===== src/rtl/core/assert_macros.svh =====
// Assertion helpers; define ASSERT_OFF to compile them out.
`ifndef ASSERT_MACROS_SVH
`define ASSERT_MACROS_SVH
`ifndef ASSERT_OFF
`define ASSERT_IMPL(label, clk, rst_n, ante, cons) \
    label: assert property (@(posedge clk) disable iff (!rst_n) (ante) |-> (cons)) \
        else $error("assertion failed: same-cycle implication");
`define ASSERT_NEXT(label, clk, rst_n, ante, cons) \
    label: assert property (@(posedge clk) disable iff (!rst_n) (ante) |=> (cons)) \
        else $error("assertion failed: next-cycle implication");
`else
`define ASSERT_IMPL(label, clk, rst_n, ante, cons)
`define ASSERT_NEXT(label, clk, rst_n, ante, cons)
`endif
`endif


===== src/rtl/core/pps_pkg.sv =====
package pps_pkg;

    localparam int MAX_PROCESSES = 16;
    localparam int IDX_W  = (MAX_PROCESSES > 1) ? $clog2(MAX_PROCESSES) : 1;
    localparam int CNT_W  = $clog2(MAX_PROCESSES + 1);
    localparam int DATA_W = 8;
    // latest finish is 255 + MAX_PROCESSES * 255 ticks
    localparam int TIME_W = 15;
    localparam int RES_W  = 14;
    localparam int SUM_W  = 20;
    localparam int PIDX_W = 6;

    localparam logic [RES_W-1:0] RES_MAX = '1;

    typedef struct packed {
        logic [DATA_W-1:0] burst;
        logic [DATA_W-1:0] prio;
        logic [DATA_W-1:0] arrival;
        logic [DATA_W-1:0] remaining;
        logic [TIME_W-1:0] finish;
    } entry_t;

    localparam int ENTRY_W = $bits(entry_t);

    typedef enum logic [4:0] {
        ST_LOAD     = 5'b00001,
        ST_SCAN     = 5'b00010,
        ST_DECIDE   = 5'b00100,
        ST_OUT_RD   = 5'b01000,
        ST_OUT_CALC = 5'b10000
    } state_t;

    function automatic logic [RES_W-1:0] sat_res(input logic [TIME_W-1:0] v);
        logic [TIME_W-1:0] lim;
        lim = {{(TIME_W-RES_W){1'b0}}, RES_MAX};
        if (v > lim)
            return RES_MAX;
        else
            return v[RES_W-1:0];
    endfunction

endpackage


===== src/rtl/core/pps_in_if.sv =====
interface pps_in_if;
    logic                          valid;
    logic                          ready;
    logic [pps_pkg::DATA_W-1:0]    burst;
    logic [pps_pkg::DATA_W-1:0]    prio;
    logic [pps_pkg::DATA_W-1:0]    arrival;
    logic                          is_last;

    modport source (output valid, burst, prio, arrival, is_last, input ready);
    modport sink   (input valid, burst, prio, arrival, is_last, output ready);
endinterface


===== src/rtl/core/pps_out_if.sv =====
interface pps_out_if;
    logic                          valid;
    logic                          ready;
    logic [pps_pkg::PIDX_W-1:0]    process_index;
    logic [pps_pkg::RES_W-1:0]     finish_tick;
    logic [pps_pkg::RES_W-1:0]     turnaround;
    logic [pps_pkg::RES_W-1:0]     waiting;
    logic [pps_pkg::SUM_W-1:0]     sum_waiting;
    logic [pps_pkg::SUM_W-1:0]     sum_turnaround;
    logic                          overflow;
    logic                          final_res;

    modport source (output valid, process_index, finish_tick, turnaround, waiting,
                    sum_waiting, sum_turnaround, overflow, final_res, input ready);
    modport sink   (input valid, process_index, finish_tick, turnaround, waiting,
                    sum_waiting, sum_turnaround, overflow, final_res, output ready);
endinterface


===== src/rtl/core/pps_ram.sv =====
module pps_ram #(
    parameter int WIDTH = 8,
    parameter int DEPTH = 16,
    localparam int AW   = (DEPTH > 1) ? $clog2(DEPTH) : 1
) (
    input  logic             clk,
    input  logic             we,
    input  logic [AW-1:0]    waddr,
    input  logic [WIDTH-1:0] wdata,
    input  logic             re,
    input  logic [AW-1:0]    raddr,
    output logic [WIDTH-1:0] rdata
);

    logic [WIDTH-1:0] mem [DEPTH];

    always_ff @(posedge clk)
    begin
        if (we)
        begin
            mem[waddr] <= wdata;
        end
        if (re)
        begin
            rdata <= mem[raddr];
        end
    end

endmodule


===== src/rtl/core/preemptive_priority_scheduler_unit.sv =====
// Channel   Dir  Payload                                         Beat
// sched_in  in   burst, prio, arrival, is_last                   one process record
// sched_out out  process_index, finish_tick, turnaround, waiting, one result per process
//                sum_waiting, sum_turnaround, overflow, final_res
//
// Records load at one per cycle while in ST_LOAD into a single process RAM (one read port).
// Each scheduling tick scans all n held records, then ST_DECIDE charges the chosen one.
// Results leave one at a time (RAM read, then compute into output register once it is free).
// Reset (rst_n low, async) empties the batch; RAM contents need no clearing.
// A stalled result holds in the output register; next batch loads while the last one waits.
`include "assert_macros.svh"

module preemptive_priority_scheduler_unit (
    input  logic      clk,
    input  logic      rst_n,
    pps_in_if.sink    sched_in,
    pps_out_if.source sched_out
);

    pps_pkg::state_t                  state_reg, state_next;
    logic [pps_pkg::CNT_W-1:0]        cnt_reg, cnt_next;
    logic [pps_pkg::CNT_W-1:0]        done_reg, done_next;
    logic                             dropped_reg, dropped_next;
    logic [pps_pkg::TIME_W-1:0]       time_reg, time_next;
    logic [pps_pkg::CNT_W-1:0]        scan_idx_reg, scan_idx_next;
    logic                             pend_reg, pend_next;
    logic [pps_pkg::IDX_W-1:0]        pend_idx_reg, pend_idx_next;
    logic                             found_reg, found_next;
    logic [pps_pkg::IDX_W-1:0]        best_idx_reg, best_idx_next;
    pps_pkg::entry_t                  best_reg, best_next;
    logic [pps_pkg::IDX_W-1:0]        out_idx_reg, out_idx_next;
    logic [pps_pkg::SUM_W-1:0]        sum_w_reg, sum_w_next;
    logic [pps_pkg::SUM_W-1:0]        sum_t_reg, sum_t_next;

    logic                             out_valid_reg, out_valid_next;
    logic [pps_pkg::PIDX_W-1:0]       o_idx_reg;
    logic [pps_pkg::RES_W-1:0]        o_fin_reg, o_tat_reg, o_wt_reg;
    logic [pps_pkg::SUM_W-1:0]        o_sw_reg, o_st_reg;
    logic                             o_ovf_reg, o_fin_flag_reg;

    logic                             ram_we, ram_re;
    logic [pps_pkg::IDX_W-1:0]        ram_waddr, ram_raddr;
    pps_pkg::entry_t                  ram_wdata, ram_rdata;

    logic                             in_beat, out_load, issue, cand;
    logic                             stored, is_last_out;
    logic [pps_pkg::DATA_W-1:0]       rem_dec;
    logic [pps_pkg::TIME_W-1:0]       tat_full, wt_full;
    logic [pps_pkg::RES_W-1:0]        fin_sat, tat_sat, wt_sat;

    pps_ram #(
        .WIDTH (pps_pkg::ENTRY_W),
        .DEPTH (pps_pkg::MAX_PROCESSES)
    ) u_ram (
        .clk   (clk),
        .we    (ram_we),
        .waddr (ram_waddr),
        .wdata (ram_wdata),
        .re    (ram_re),
        .raddr (ram_raddr),
        .rdata (ram_rdata)
    );

    assign sched_in.ready = (state_reg == pps_pkg::ST_LOAD);
    assign in_beat        = sched_in.valid && sched_in.ready;
    assign stored         = (cnt_reg < pps_pkg::CNT_W'(pps_pkg::MAX_PROCESSES));

    // ready test for the entry whose read data is present this cycle
    assign cand = pend_reg && (ram_rdata.remaining != '0)
                  && ({{(pps_pkg::TIME_W-pps_pkg::DATA_W){1'b0}}, ram_rdata.arrival} <= time_reg);
    assign issue   = (scan_idx_reg < cnt_reg);
    assign rem_dec = best_reg.remaining - 8'd1;

    // result arithmetic; finish never precedes arrival + burst
    assign tat_full = ram_rdata.finish
                      - {{(pps_pkg::TIME_W-pps_pkg::DATA_W){1'b0}}, ram_rdata.arrival};
    assign wt_full  = tat_full
                      - {{(pps_pkg::TIME_W-pps_pkg::DATA_W){1'b0}}, ram_rdata.burst};
    assign fin_sat  = pps_pkg::sat_res(ram_rdata.finish);
    assign tat_sat  = pps_pkg::sat_res(tat_full);
    assign wt_sat   = pps_pkg::sat_res(wt_full);
    assign is_last_out = ((pps_pkg::CNT_W'(out_idx_reg) + pps_pkg::CNT_W'(1)) == cnt_reg);
    assign out_load = (state_reg == pps_pkg::ST_OUT_CALC) && (!out_valid_reg || sched_out.ready);

    always_comb
    begin
        state_next    = state_reg;
        cnt_next      = cnt_reg;
        done_next     = done_reg;
        dropped_next  = dropped_reg;
        time_next     = time_reg;
        scan_idx_next = scan_idx_reg;
        pend_next     = 1'b0;
        pend_idx_next = pend_idx_reg;
        found_next    = found_reg;
        best_idx_next = best_idx_reg;
        best_next     = best_reg;
        out_idx_next  = out_idx_reg;
        sum_w_next    = sum_w_reg;
        sum_t_next    = sum_t_reg;
        ram_we        = 1'b0;
        ram_waddr     = cnt_reg[pps_pkg::IDX_W-1:0];
        ram_wdata     = best_reg;
        ram_re        = 1'b0;
        ram_raddr     = scan_idx_reg[pps_pkg::IDX_W-1:0];

        unique case (state_reg)
            pps_pkg::ST_LOAD:
            begin
                if (in_beat)
                begin
                    if (stored)
                    begin
                        ram_we              = 1'b1;
                        ram_wdata.burst     = sched_in.burst;
                        ram_wdata.prio      = sched_in.prio;
                        ram_wdata.arrival   = sched_in.arrival;
                        ram_wdata.remaining = sched_in.burst;
                        // a zero burst finishes at its arrival
                        ram_wdata.finish    = {{(pps_pkg::TIME_W-pps_pkg::DATA_W){1'b0}},
                                               sched_in.arrival};
                        cnt_next            = cnt_reg + pps_pkg::CNT_W'(1);
                        if (sched_in.burst == '0)
                        begin
                            done_next = done_reg + pps_pkg::CNT_W'(1);
                        end
                    end
                    else
                    begin
                        dropped_next = 1'b1;
                    end
                    if (sched_in.is_last)
                    begin
                        time_next     = '0;
                        scan_idx_next = '0;
                        found_next    = 1'b0;
                        out_idx_next  = '0;
                        sum_w_next    = '0;
                        sum_t_next    = '0;
                        state_next    = (done_next == cnt_next) ? pps_pkg::ST_OUT_RD
                                                                : pps_pkg::ST_SCAN;
                    end
                end
            end
            pps_pkg::ST_SCAN:
            begin
                if (issue)
                begin
                    ram_re        = 1'b1;
                    pend_next     = 1'b1;
                    pend_idx_next = scan_idx_reg[pps_pkg::IDX_W-1:0];
                    scan_idx_next = scan_idx_reg + pps_pkg::CNT_W'(1);
                end
                else
                begin
                    state_next = pps_pkg::ST_DECIDE;
                end
                // strict compare keeps the lowest index on a tie
                if (cand && (!found_reg || (ram_rdata.prio < best_reg.prio)))
                begin
                    found_next    = 1'b1;
                    best_idx_next = pend_idx_reg;
                    best_next     = ram_rdata;
                end
            end
            pps_pkg::ST_DECIDE:
            begin
                time_next     = time_reg + pps_pkg::TIME_W'(1);
                scan_idx_next = '0;
                found_next    = 1'b0;
                if (found_reg)
                begin
                    ram_we              = 1'b1;
                    ram_waddr           = best_idx_reg;
                    ram_wdata.remaining = rem_dec;
                    if (rem_dec == '0)
                    begin
                        ram_wdata.finish = time_next;
                        done_next        = done_reg + pps_pkg::CNT_W'(1);
                    end
                end
                state_next = (done_next == cnt_reg) ? pps_pkg::ST_OUT_RD : pps_pkg::ST_SCAN;
            end
            pps_pkg::ST_OUT_RD:
            begin
                ram_re     = 1'b1;
                ram_raddr  = out_idx_reg;
                state_next = pps_pkg::ST_OUT_CALC;
            end
            pps_pkg::ST_OUT_CALC:
            begin
                if (out_load)
                begin
                    sum_w_next   = sum_w_reg + pps_pkg::SUM_W'(wt_sat);
                    sum_t_next   = sum_t_reg + pps_pkg::SUM_W'(tat_sat);
                    out_idx_next = out_idx_reg + pps_pkg::IDX_W'(1);
                    if (is_last_out)
                    begin
                        // drop the batch, ready for the next one
                        cnt_next     = '0;
                        done_next    = '0;
                        dropped_next = 1'b0;
                        time_next    = '0;
                        state_next   = pps_pkg::ST_LOAD;
                    end
                    else
                    begin
                        state_next = pps_pkg::ST_OUT_RD;
                    end
                end
            end
            default:
            begin
                state_next = pps_pkg::ST_LOAD;
            end
        endcase
    end

    always_comb
    begin
        out_valid_next = out_valid_reg;
        if (out_load)
        begin
            out_valid_next = 1'b1;
        end
        else if (sched_out.ready)
        begin
            out_valid_next = 1'b0;
        end
    end

    always_ff @(posedge clk or negedge rst_n)
    begin
        if (!rst_n)
        begin
            state_reg     <= pps_pkg::ST_LOAD;
            cnt_reg       <= '0;
            done_reg      <= '0;
            dropped_reg   <= 1'b0;
            time_reg      <= '0;
            scan_idx_reg  <= '0;
            pend_reg      <= 1'b0;
            found_reg     <= 1'b0;
            out_idx_reg   <= '0;
            out_valid_reg <= 1'b0;
        end
        else
        begin
            state_reg     <= state_next;
            cnt_reg       <= cnt_next;
            done_reg      <= done_next;
            dropped_reg   <= dropped_next;
            time_reg      <= time_next;
            scan_idx_reg  <= scan_idx_next;
            pend_reg      <= pend_next;
            found_reg     <= found_next;
            out_idx_reg   <= out_idx_next;
            out_valid_reg <= out_valid_next;
        end
    end

    always_ff @(posedge clk)
    begin
        pend_idx_reg <= pend_idx_next;
        best_idx_reg <= best_idx_next;
        best_reg     <= best_next;
        sum_w_reg    <= sum_w_next;
        sum_t_reg    <= sum_t_next;
        if (out_load)
        begin
            o_idx_reg      <= pps_pkg::PIDX_W'(out_idx_reg);
            o_fin_reg      <= fin_sat;
            o_tat_reg      <= tat_sat;
            o_wt_reg       <= wt_sat;
            o_sw_reg       <= sum_w_next;
            o_st_reg       <= sum_t_next;
            o_ovf_reg      <= dropped_reg;
            o_fin_flag_reg <= is_last_out;
        end
    end

    assign sched_out.valid          = out_valid_reg;
    assign sched_out.process_index  = o_idx_reg;
    assign sched_out.finish_tick    = o_fin_reg;
    assign sched_out.turnaround     = o_tat_reg;
    assign sched_out.waiting        = o_wt_reg;
    assign sched_out.sum_waiting    = o_sw_reg;
    assign sched_out.sum_turnaround = o_st_reg;
    assign sched_out.overflow       = o_ovf_reg;
    assign sched_out.final_res      = o_fin_flag_reg;

    `ASSERT_IMPL(a_done_le_cnt, clk, rst_n, state_reg != pps_pkg::ST_LOAD, done_reg <= cnt_reg)
    `ASSERT_IMPL(a_pick_unfinished, clk, rst_n, (state_reg == pps_pkg::ST_DECIDE) && found_reg, best_reg.remaining != '0)
    `ASSERT_IMPL(a_out_slot_free, clk, rst_n, out_load, !out_valid_reg || sched_out.ready)
    `ASSERT_NEXT(a_scan_no_write, clk, rst_n, state_reg == pps_pkg::ST_SCAN, state_reg == pps_pkg::ST_SCAN || state_reg == pps_pkg::ST_DECIDE)
    `ASSERT_IMPL(a_out_idx_range, clk, rst_n, state_reg == pps_pkg::ST_OUT_RD, pps_pkg::CNT_W'(out_idx_reg) < cnt_reg)

endmodule


===== src/flat_wrapper.sv =====
// flat-port wrapper written by rule: the top's interface ports become plain ports
module preemptive_priority_scheduler_unit_flat 
  (clk, rst_n, sched_in_valid, sched_in_burst, sched_in_prio, sched_in_arrival, sched_in_is_last, sched_in_ready, sched_out_valid, sched_out_process_index, sched_out_finish_tick, sched_out_turnaround, sched_out_waiting, sched_out_sum_waiting, sched_out_sum_turnaround, sched_out_overflow, sched_out_final_res, sched_out_ready);
  pps_in_if sched_in_i ();
  pps_out_if sched_out_i ();
  input  logic clk;
  input  logic rst_n;
  input wire logic [$bits(sched_in_i.valid)-1:0] sched_in_valid;
  input wire logic [$bits(sched_in_i.burst)-1:0] sched_in_burst;
  input wire logic [$bits(sched_in_i.prio)-1:0] sched_in_prio;
  input wire logic [$bits(sched_in_i.arrival)-1:0] sched_in_arrival;
  input wire logic [$bits(sched_in_i.is_last)-1:0] sched_in_is_last;
  output wire logic [$bits(sched_in_i.ready)-1:0] sched_in_ready;
  output wire logic [$bits(sched_out_i.valid)-1:0] sched_out_valid;
  output wire logic [$bits(sched_out_i.process_index)-1:0] sched_out_process_index;
  output wire logic [$bits(sched_out_i.finish_tick)-1:0] sched_out_finish_tick;
  output wire logic [$bits(sched_out_i.turnaround)-1:0] sched_out_turnaround;
  output wire logic [$bits(sched_out_i.waiting)-1:0] sched_out_waiting;
  output wire logic [$bits(sched_out_i.sum_waiting)-1:0] sched_out_sum_waiting;
  output wire logic [$bits(sched_out_i.sum_turnaround)-1:0] sched_out_sum_turnaround;
  output wire logic [$bits(sched_out_i.overflow)-1:0] sched_out_overflow;
  output wire logic [$bits(sched_out_i.final_res)-1:0] sched_out_final_res;
  input wire logic [$bits(sched_out_i.ready)-1:0] sched_out_ready;
  assign sched_in_i.valid = sched_in_valid;
  assign sched_in_i.burst = sched_in_burst;
  assign sched_in_i.prio = sched_in_prio;
  assign sched_in_i.arrival = sched_in_arrival;
  assign sched_in_i.is_last = sched_in_is_last;
  assign sched_in_ready = sched_in_i.ready;
  assign sched_out_valid = sched_out_i.valid;
  assign sched_out_process_index = sched_out_i.process_index;
  assign sched_out_finish_tick = sched_out_i.finish_tick;
  assign sched_out_turnaround = sched_out_i.turnaround;
  assign sched_out_waiting = sched_out_i.waiting;
  assign sched_out_sum_waiting = sched_out_i.sum_waiting;
  assign sched_out_sum_turnaround = sched_out_i.sum_turnaround;
  assign sched_out_overflow = sched_out_i.overflow;
  assign sched_out_final_res = sched_out_i.final_res;
  assign sched_out_i.ready = sched_out_ready;
  preemptive_priority_scheduler_unit u_core (.clk(clk), .rst_n(rst_n), .sched_in(sched_in_i), .sched_out(sched_out_i));
endmodule

===== config.mk =====
export PLATFORM = sky130hd
export DESIGN_NAME = preemptive_priority_scheduler_unit_flat
export DESIGN_NICKNAME = d
export VERILOG_FILES = /design/src/rtl/core/pps_pkg.sv /design/src/rtl/core/pps_in_if.sv /design/src/rtl/core/pps_out_if.sv /design/src/rtl/core/pps_ram.sv /design/src/rtl/core/preemptive_priority_scheduler_unit.sv /design/src/flat_wrapper.sv
export VERILOG_INCLUDE_DIRS = /design/src /design/src/rtl/core
export SDC_FILE = /design/constraint.sdc
export NUM_CORES = 1
export LEC_CHECK = 0
export ABC_AREA = 1
export BUFFER_PORTS_ARGS = -buffer_cell sky130_fd_sc_hd__clkbuf_2
export CAP_MARGIN = 10
export CORE_ASPECT_RATIO = 1.4
export CORE_MARGIN = 3
export CORE_UTILIZATION = 40
export CTS_CLUSTER_DIAMETER = 150
export DETAILED_ROUTE_END_ITERATION = 6
export PLACE_DENSITY = 0.64
export SYNTH_ARGS = -nofsm -noshare
export SYNTH_HDL_FRONTEND = slang
export SYNTH_SLANG_ARGS = --single-unit

===== constraint.sdc =====
create_clock -name clk -period 5.93 [get_ports clk]
set_clock_uncertainty 0.2 [all_clocks]
set_input_delay 0.2965 -clock clk [delete_from_list [all_inputs] [get_ports clk]]
set_output_delay 0.2965 -clock clk [all_outputs]
set_load 0.1 [all_outputs]

==> key figures <==
Job
  • Max-capacitance violation count: 0

STA
  • Pins Over Slew Limit: 0
  • Slew @ Worst Pin: 1.23 ns
  • Hold Vio Cnt, Final: 0
  • Fmax: 184 MHz
  • Worst setup margin: 0.498 ns
  • Fin Setup TNS: 0 ns
  • Slew margin rel.: 18.0%
  • Final setup fails: 0
  • Min Clock Period, post-route: 5.43 ns
  • RSZ-0062 raised after global routing: no
  • Fin crit share: 91.6%

GRT
  • Antenna violations before repair: 1
  • Global-route wire length before repair: 168 mm
  • Total GRT Usage: 19.9%
  • Overflow left after global routing: 0
  • Largest net degree at the start of global routing: 206
  • Number of global-route vias before repair: 27700

Logic synthesis
  • Mean Syn Cell Area: 12.3 um2
  • Syn Inst Count: 3476
  • FF+latch count, synth: 1025
  • Async set-reset flop share out of synthesis: 4.20%
  • Post-synth EDFFs: 942
  • Post-synthesis cell area: 42700 um2
  • Distinct cells, synth: 57
  • Synth top area share: 66.2%
  • Post-synthesis sequential area ratio: 70.6%
  • Ys flop type: edfxtp_1
  • Synth Warn #: 0
  • Synth area leader: edfxtp_1
  • Dominant cells by area after synthesis: edfxtp_1 (66%), o21ai_0 (5.5%), nor2_1 (4.3%), nand2_1 (3.7%), o221ai_1 (2.9%)

Floorplan
  • Core Area: 106000 um2
  • Ports: 121
  • Die height: 393 um
  • Die X: 282 um
  • Row count: 141
  • Initial Util: 40.4%
  • Area of the die: 111000 um2

Critical path
  • WS Path Type: reg -> reg
  • CP Data Arrival Time: 5.67 ns
  • Slowest-stage cell, CP: edfxtp_1
  • CP startpoint kind: flop
  • WP data required: 6.17 ns
  • Crit. End Element: flop
  • Biggest cell delay along the critical path: 0.42 ns
  • CP Max Fanout: 12
  • Most frequent CP cell: nand2_1

Run status
  • Status: completed

Layout
  • Non-filler instance count after layout: 5040
  • Filler cell count: 9359
  • Most common cell after layout, fill and taps aside: edfxtp_1
  • Max FFs per register: 752
  • Most frequent cells in the layout: edfxtp_1 (942), nor2_1 (471), o21ai_0 (467), nand2_1 (418), inv_1 (177)
  • Share of post-route cells with drive strength above 1: 11.2%
  • Area grow syn2layout: 13.4%
  • Final #Nets: 3707
  • Inserted Diodes: 0

CTS
  • TritonCTS Buffers: 94
  • H-tree depth: 3
  • CTS clk-pin slew, worst paths: 0.07 ns
  • Root buffer cell: clkbuf_16
  • Clock sink count: 1025
  • Worst-Skew Late Latency: 0.71 ns
  • CTS tree: yes
  • Clock Tree Buf Depth: 3

Detailed routing
  • Met2 wire len: 55.2 mm
  • DRC: 0
  • Vias per cell: 5.64
  • Total number of vias: 28400
  • Top routing layer in use: met4
  • Routed len/inst: 22.3 um
  • M1 WL: 45.7 mm
  • First-pass detailed-route iteration total: 5
  • Post-DRT Antenna Nets: 0
  • DR iter-0 viols: 2861
  • DR WL met3: 8.08 mm
  • WL final: 112 mm

Place
  • Placed cell count: 4848
  • Dpl hpwl: 65.7 mm
  • GPL Wtd Cong: 0.872
  • PortBufs: 118
  • Pre-CTS WS: 0.259 ns

Power
  • Worst vdd ir: 0.356 mV
  • Pwr/cell area: 457 nW/um2
  • Leakage power: 0.0169 uW

Min path
  • Hold crit path type: in -> async
## path summary, 6_finish.rpt
| path | start | end | slack (ns) | cells past startpoint |
|---|---|---|---|---|
| worst max-delay path | u_core.u_ram.rdata[2]$_DFFE_PP_ | u_core.sched_out.sum_waiting[15]$_DFFE_PP_ | 0.50 | 33 |
| worst min-delay path | rst_n | u_core.cnt_reg[0]$_DFFE_PN0P_ | 0.05 | 3 |
| worst max register to register | u_core.u_ram.rdata[2]$_DFFE_PP_ | u_core.sched_out.sum_waiting[15]$_DFFE_PP_ | 0.50 | 33 |
| worst min register to register | u_core.pend_idx_reg[2]$_DFFE_PP_ | u_core.best_idx_reg[2]$_DFFE_PP_ | 0.19 | 0 |
| max in group asynchronous | rst_n | u_core.time_reg[4]$_DFFE_PN0P_ | 4.99 | 3 |
| min in group clk | sched_in_burst[6] | u_core.u_ram.mem[15][45]$_DFFE_PP_ | 0.11 | 4 |
## synthesized netlist by cell type, types with 42 or more instances
cell type / instances
dfrtp_1: 42
o22ai_1: 63
o21ai_0: 470
a21oi_1: 61
nand2_1: 419
o211ai_1: 69
o221ai_1: 140
nand3_1: 111
inv_1: 179
ha_1: 73
edfxtp_1: 942
nor2_1: 489
clkbuf_1: 134
## repair_timing
action / 4_1_cts / 5_1_grt
endpoints found under the hold margin: 199 / 0
hold buffers: 12 / 0
gates resized for setup: 0 / 8
endpoints found under the setup margin: 0 / 16
setup buffers: 0 / 2
## per-stage QoR
stage / utilization (%) / hold slack (ns) / instance area [um2] / total power, uW
2_1_floorplan: - / -0.199 / 42700 / 13900
3_3_place_gp: 42.7 / 0.207 / 45200 / 16000
3_5_place_dp: 42.7 / 0.206 / 45200 / 16100
4_1_cts: 45.7 / 0.0134 / 48400 / 22200
5_1_grt: 45.8 / 0.0854 / 48500 / 23300
6_report: 45.8 / 0.0518 / 48500 / 22200
## logic make-up (layout without fill, tap and decap cells)
family                     Yosys count  after routing  synth area share [%]
other                                1              2               0.00877
buffers and inverters              371            576                  3.45
adders and majority gates           77             77                  2.32
AOI/OAI and AO/OA                  867            867                  12.3
DFF                               1025           1025                  70.6
xor gates and xnor gates            48             48                 0.984
and+or+nand+nor                   1087           1087                  10.3
## layout make-up
type	count	area, um2	area share [%]
Multi-Input combinational cell	2081	11300	23.4
Clock inverter	64	647	1.33
Tap cell	1358	1700	3.51
Timing Repair Buffer	211	1490	3.08
Inverter	188	721	1.49
Clock buffer	113	2420	5.00
Sequential cell	1025	30200	62.2
## report_power, final
group,internal [uW],switching (uW),leakage (uW)
sequential,9100,217,0.00942
combinational,1850,4910,0.00599
clock,3340,2740,0.00149
## layer usage
metal	vias up	global-route usage (%)
li1	13000	-
met1	14200	25.6
met2	1094	34.0
met3	222	3.49
met4	0	6.78
met5	-	0
## worst max-delay path: cells and delay by family (launching register included)
family / cells / cell delay, ns
buffers and inverters: 3 / 0.33
xor gates and xnor gates: 1 / 0.17
DFF: 1 / 0.42
AOI/OAI and AO/OA: 7 / 1.13
and+or+nand+nor: 19 / 1.87
adders and majority gates: 3 / 1.07
(Power assumes the default switching activity.)
